**src/dlf_pkg.sv**
```systemverilog
package dlf_pkg;

	localparam int LINE_MAX = 64;
	localparam int IDX_W    = $clog2(LINE_MAX);
	localparam int CNT_W    = $clog2(LINE_MAX + 1);
	localparam int COEF_W   = 18;
	localparam int SMP_W    = 16;
	localparam int VAL_W    = 32;
	localparam int OPD_W    = 33;
	localparam int ACC_W    = 53;
	localparam int REG_IDX_W = 3;

	localparam logic [REG_IDX_W-1:0] REG_SUB  = 3'd0;
	localparam logic [REG_IDX_W-1:0] REG_A0   = 3'd1;
	localparam logic [REG_IDX_W-1:0] REG_A1   = 3'd2;
	localparam logic [REG_IDX_W-1:0] REG_A2   = 3'd3;
	localparam logic [REG_IDX_W-1:0] REG_A3   = 3'd4;
	localparam logic [REG_IDX_W-1:0] REG_B1   = 3'd5;
	localparam logic [REG_IDX_W-1:0] REG_B2   = 3'd6;
	localparam logic [REG_IDX_W-1:0] REG_GAIN = 3'd7;

	typedef enum logic [3:0] {
		S_IDLE,
		S_CMAC,
		S_CWR,
		S_ARD,
		S_AGET,
		S_AMAC,
		S_AWR,
		S_ERD,
		S_EMAC,
		S_EOUT,
		S_EWAIT
	} state_t;

	typedef struct packed {
		logic en;
		logic clr;
	} mac_ctrl_t;

	function automatic logic signed [VAL_W-1:0] rnd_q16(input logic signed [ACC_W-1:0] acc);
		logic signed [ACC_W:0] t;
		logic signed [ACC_W:0] r;
		t = {acc[ACC_W-1], acc} + (ACC_W+1)'(32768);
		r = t >>> 16;
		if (r > (ACC_W+1)'(64'sh7fffffff))
			return {1'b0, {(VAL_W-1){1'b1}}};
		else if (r < -(ACC_W+1)'(64'sh80000000))
			return {1'b1, {(VAL_W-1){1'b0}}};
		else
			return r[VAL_W-1:0];
	endfunction

	function automatic logic signed [SMP_W-1:0] rnd_out(input logic signed [ACC_W-1:0] acc);
		logic signed [ACC_W:0] t;
		logic signed [ACC_W:0] r;
		t = {acc[ACC_W-1], acc} + (ACC_W+1)'(64'h80000000);
		r = t >>> 32;
		if (r > (ACC_W+1)'(32767))
			return 16'sh7fff;
		else if (r < -(ACC_W+1)'(32768))
			return 16'sh8000;
		else
			return r[SMP_W-1:0];
	endfunction

endpackage

```
**src/dlf_mac.sv**
```systemverilog
module dlf_mac (
	input  logic                                    clk,
	input  dlf_pkg::mac_ctrl_t                      ctrl,
	input  logic signed [dlf_pkg::COEF_W-1:0]       coef,
	input  logic signed [dlf_pkg::OPD_W-1:0]        opd,
	output logic signed [dlf_pkg::ACC_W-1:0]        acc
);

	logic signed [dlf_pkg::ACC_W-1:0] acc_q;
	logic signed [dlf_pkg::ACC_W-1:0] prod;

	assign prod = dlf_pkg::ACC_W'(coef * opd);

	always_ff @(posedge clk) begin
		if (ctrl.en) begin
			acc_q <= (ctrl.clr ? '0 : acc_q) + prod;
		end
	end

	assign acc = acc_q;

endmodule

```
**config.mk**
```make
export PLATFORM = sky130hd
export DESIGN_NAME = dlf_mac
export DESIGN_NICKNAME = d
export VERILOG_FILES = /design/src/dlf_pkg.sv /design/src/dlf_mac.sv
export SDC_FILE = /design/constraint.sdc
export NUM_CORES = 2
export LEC_CHECK = 0
export ABC_CLOCK_PERIOD_IN_PS = 8500
export BUFFER_PORTS_ARGS = -buffer_cell sky130_fd_sc_hd__buf_2
export CAP_MARGIN = 20
export CORE_ASPECT_RATIO = 1.2
export CORE_MARGIN = 2
export CORE_UTILIZATION = 35
export CTS_CLUSTER_DIAMETER = 120
export CTS_CLUSTER_SIZE = 20
export DETAILED_ROUTE_END_ITERATION = 10
export GPL_TIMING_DRIVEN = 1
export PLACE_DENSITY = 0.56
export SYNTH_ARGS = -nofsm -noshare
export SYNTH_HDL_FRONTEND = slang
export SYNTH_SLANG_ARGS = --single-unit
```
**constraint.sdc**
```tcl
create_clock -name clk -period 8.5 [get_ports clk]
set_input_delay 0.425 -clock clk [delete_from_list [all_inputs] [get_ports clk]]
set_output_delay 0.425 -clock clk [all_outputs]
set_load 0.02 [all_outputs]
```
==> results.txt <==
status: finished with violations
failing checks: DRC
Slew HR: 0.481
Post-Syn Area per Cell: 8.85 um^2
antenna violations before repair: 3
Layout fillers: 7,090
fmax: 0.123 GHz
number of I/O port buffers: 106
HP Class: flip-flop to flip-flop
CTS tree: done
Die Y: 298 um
most used cell, CP: fa_1
# placed instances: 4,017
post-route ant nets: 0
Critical Path Fanout Max: 8
vias in the first global route: 20,700
hold-fix buffers at CTS: 0
area grow syn2layout: 15.1%
largest family of logic cells by synthesized area: adder cells
critical path endpoint: acc[52]
Skew-Pair Late Insertion Delay: 310 ps
Crit path buffers/inverters: 7
WP data arrival: 8190 ps
critical hold path startpoint: acc[0]
Initial Util: 0.354
Slew Limit Fails: 0
Total Wirelength: 65.6 mm
Clock Skew: 8.85 ps
initial drt markers: 884
HPWL Detailed: 58.3 mm
die area: 74,000 um^2
GP Congestion: 0.862
hold slack: 721 ps
pin count of the biggest net entering global routing: 54
reg-to-reg slack, setup: 4660 ps
Final Setup Violations: 0
DR pass1 iterations: 8
critical path startpoint: opd[7]
drt drc: 8
clock buffer depth: 2
grt total ovfl: 0
Crit path max-delay family: adder cells
EDFF count, synth: 53
Core Rows: 107
fin crit period: 8140 ps
Ports: 107
clk sinks: 53
Root Driver: clkbuf_16
Slowest-stage cell, CP: fa_1
max reg flops: 53
total CTS buffers: 5
# Max-Cap Violations: 0
period utilisation layout: 0.957
wire length per cell: 16.3 um
R2R Path End: acc[40]
synth warn: 0
Seq cells post-synth: 53
first-pass GRT wire length: 110 mm
Critical Path Sink Type: flip-flop
hold path depth: 2
FF-to-FF Start: acc[0]
asr flop ratio synth: 0
share of cells above drive strength 1: 0.144
Synth cell types: 70
Final Non-Filler Cells: 4,032
synthesized area: 25,100 um^2
via count: 19,000
Crit path required time: 8560 ps
Most used DFF post-synth: edfxtp_1
Largest stage delay, worst path: 600 ps
drt via density: 4.70
fin nets: 3,902
Compound-Gate Fraction of Synth Area: 0.0793
Final Core Density: 0.407
H-tree depth: 2
Synth Area in Adders: 0.541
sequential area share after synthesis: 0.0633
post-synth net total: 3,639
mux cell area share after synthesis: 0.000398
post-synthesis xor/xnor area fraction: 0.0338
critical path depth: 34
area of the core: 71,100 um^2
Chip Width: 249 um
Clock Pin Slew Worst Setup and Hold Paths: 80 ps
final-report hold violation count: 0
worst slew pin tran: 779 ps
Setup Crit Path Kind: input port to flip-flop
simple-gate area share of the yosys netlist: 0.163
Syn Inst Count: 2,840
GR Util All Layers: 0.184
Reg2Reg Depth: 14
startpoint types: input port
-- worst min-delay path by stage --
stage                  end  slack [ps]
CTS                 acc[0]         730
detailed placement  acc[0]         710
global placement    acc[0]         700
finish              acc[0]         720
floorplan           acc[0]         540
global route        acc[0]         790
-- kinds of logic after synthesis --
logic type | count (synthesis)
AO/OA/AOI/OAI | 294
buffers and inverters | 801
multiplexers | 1
adder cells (fa/ha/maj) | 745
XOR/XNOR | 97
flip-flops | 53
AND/OR/NAND/NOR | 849
-- synth_stat cells (11+ instances only) --
cell,instances,area share
o21ai_0,44,0.0088
inv_1,677,0.10
nand4_1,11,0.0027
ha_1,175,0.087
nand2_1,387,0.058
nor2b_1,63,0.016
nor3_1,16,0.0032
and2_1,214,0.053
nor2_1,90,0.013
a211oi_1,27,0.0081
clkbuf_1,122,0.018
a21oi_1,86,0.017
o21bai_1,18,0.0054
nand3_1,24,0.0048
xor2_1,27,0.0094
fa_1,570,0.45
xnor2_1,70,0.024
nand2b_1,17,0.0042
edfxtp_1,53,0.063
a21o_1,34,0.010
o21a_1,15,0.0045
-- final cells by class --
type                       instances  area [um^2]  area share
multi-input combinational       1986        20800       0.717
timing repair buffer             379         2740      0.0946
inverter                         678         2540      0.0879
sequential                        53         1590      0.0550
tap                              926         1160      0.0400
clock buffer                       5          125     0.00432
clock inverter                     3         21.3    0.000735
antenna                            2         5.00    0.000173
-- repair_timing --
item / 4_1_cts / 5_1_grt
setup buffers: 0 / 5
resized for setup: 0 / 83
endpoints found under the setup margin: 0 / 14
-- cells in the final DEF (no fill, tap or decap), types with 15 or more instances in the layout --
master      n
nor2b_1    63
a21oi_1    76
a21o_1     34
nand3_1    23
buf_4     264
xor2_1     27
fa_1      567
o21a_1     15
nand2_1   387
o21bai_1   18
ha_1      173
inv_1     676
nor2_1     87
and2_1    214
nand2b_1   17
xnor2_1    70
edfxtp_1   53
buf_2      91
o21ai_0    37
a211oi_1   22
-- per-layer routing --
layer / track usage / vias up / share of wire
li1: - / 9000 / -
met1: 0.247 / 9618 / 0.45
met2: 0.320 / 294 / 0.49
met3: 0.0210 / 45 / 0.039
met4: 0.0424 / 4 / 0.021
met5: 0 / - / 0.00041
-- tightest hold or removal path, stage by stage, from the launching register on --
cell and delay (ps):
edfxtp_1 350, nor2b_1 140, ha_1 140
-- stage by stage --
| step | TNS (ps) | cell area [um^2] | worst slack [ps] |
|---|---|---|---|
| CTS | 0 | 28600 | 125 |
| global route | -183 | 28900 | -105 |
| finish | 0 | 28900 | 365 |
| floorplan | 0 | 25200 | 18.0 |
| global placement | -543 | 28500 | -154 |
| detailed placement | -512 | 28500 | -190 |
Power is left out: the tool's default activity adds up to more than one toggle a clock period on the data nets, which glitch-free logic cannot reach.
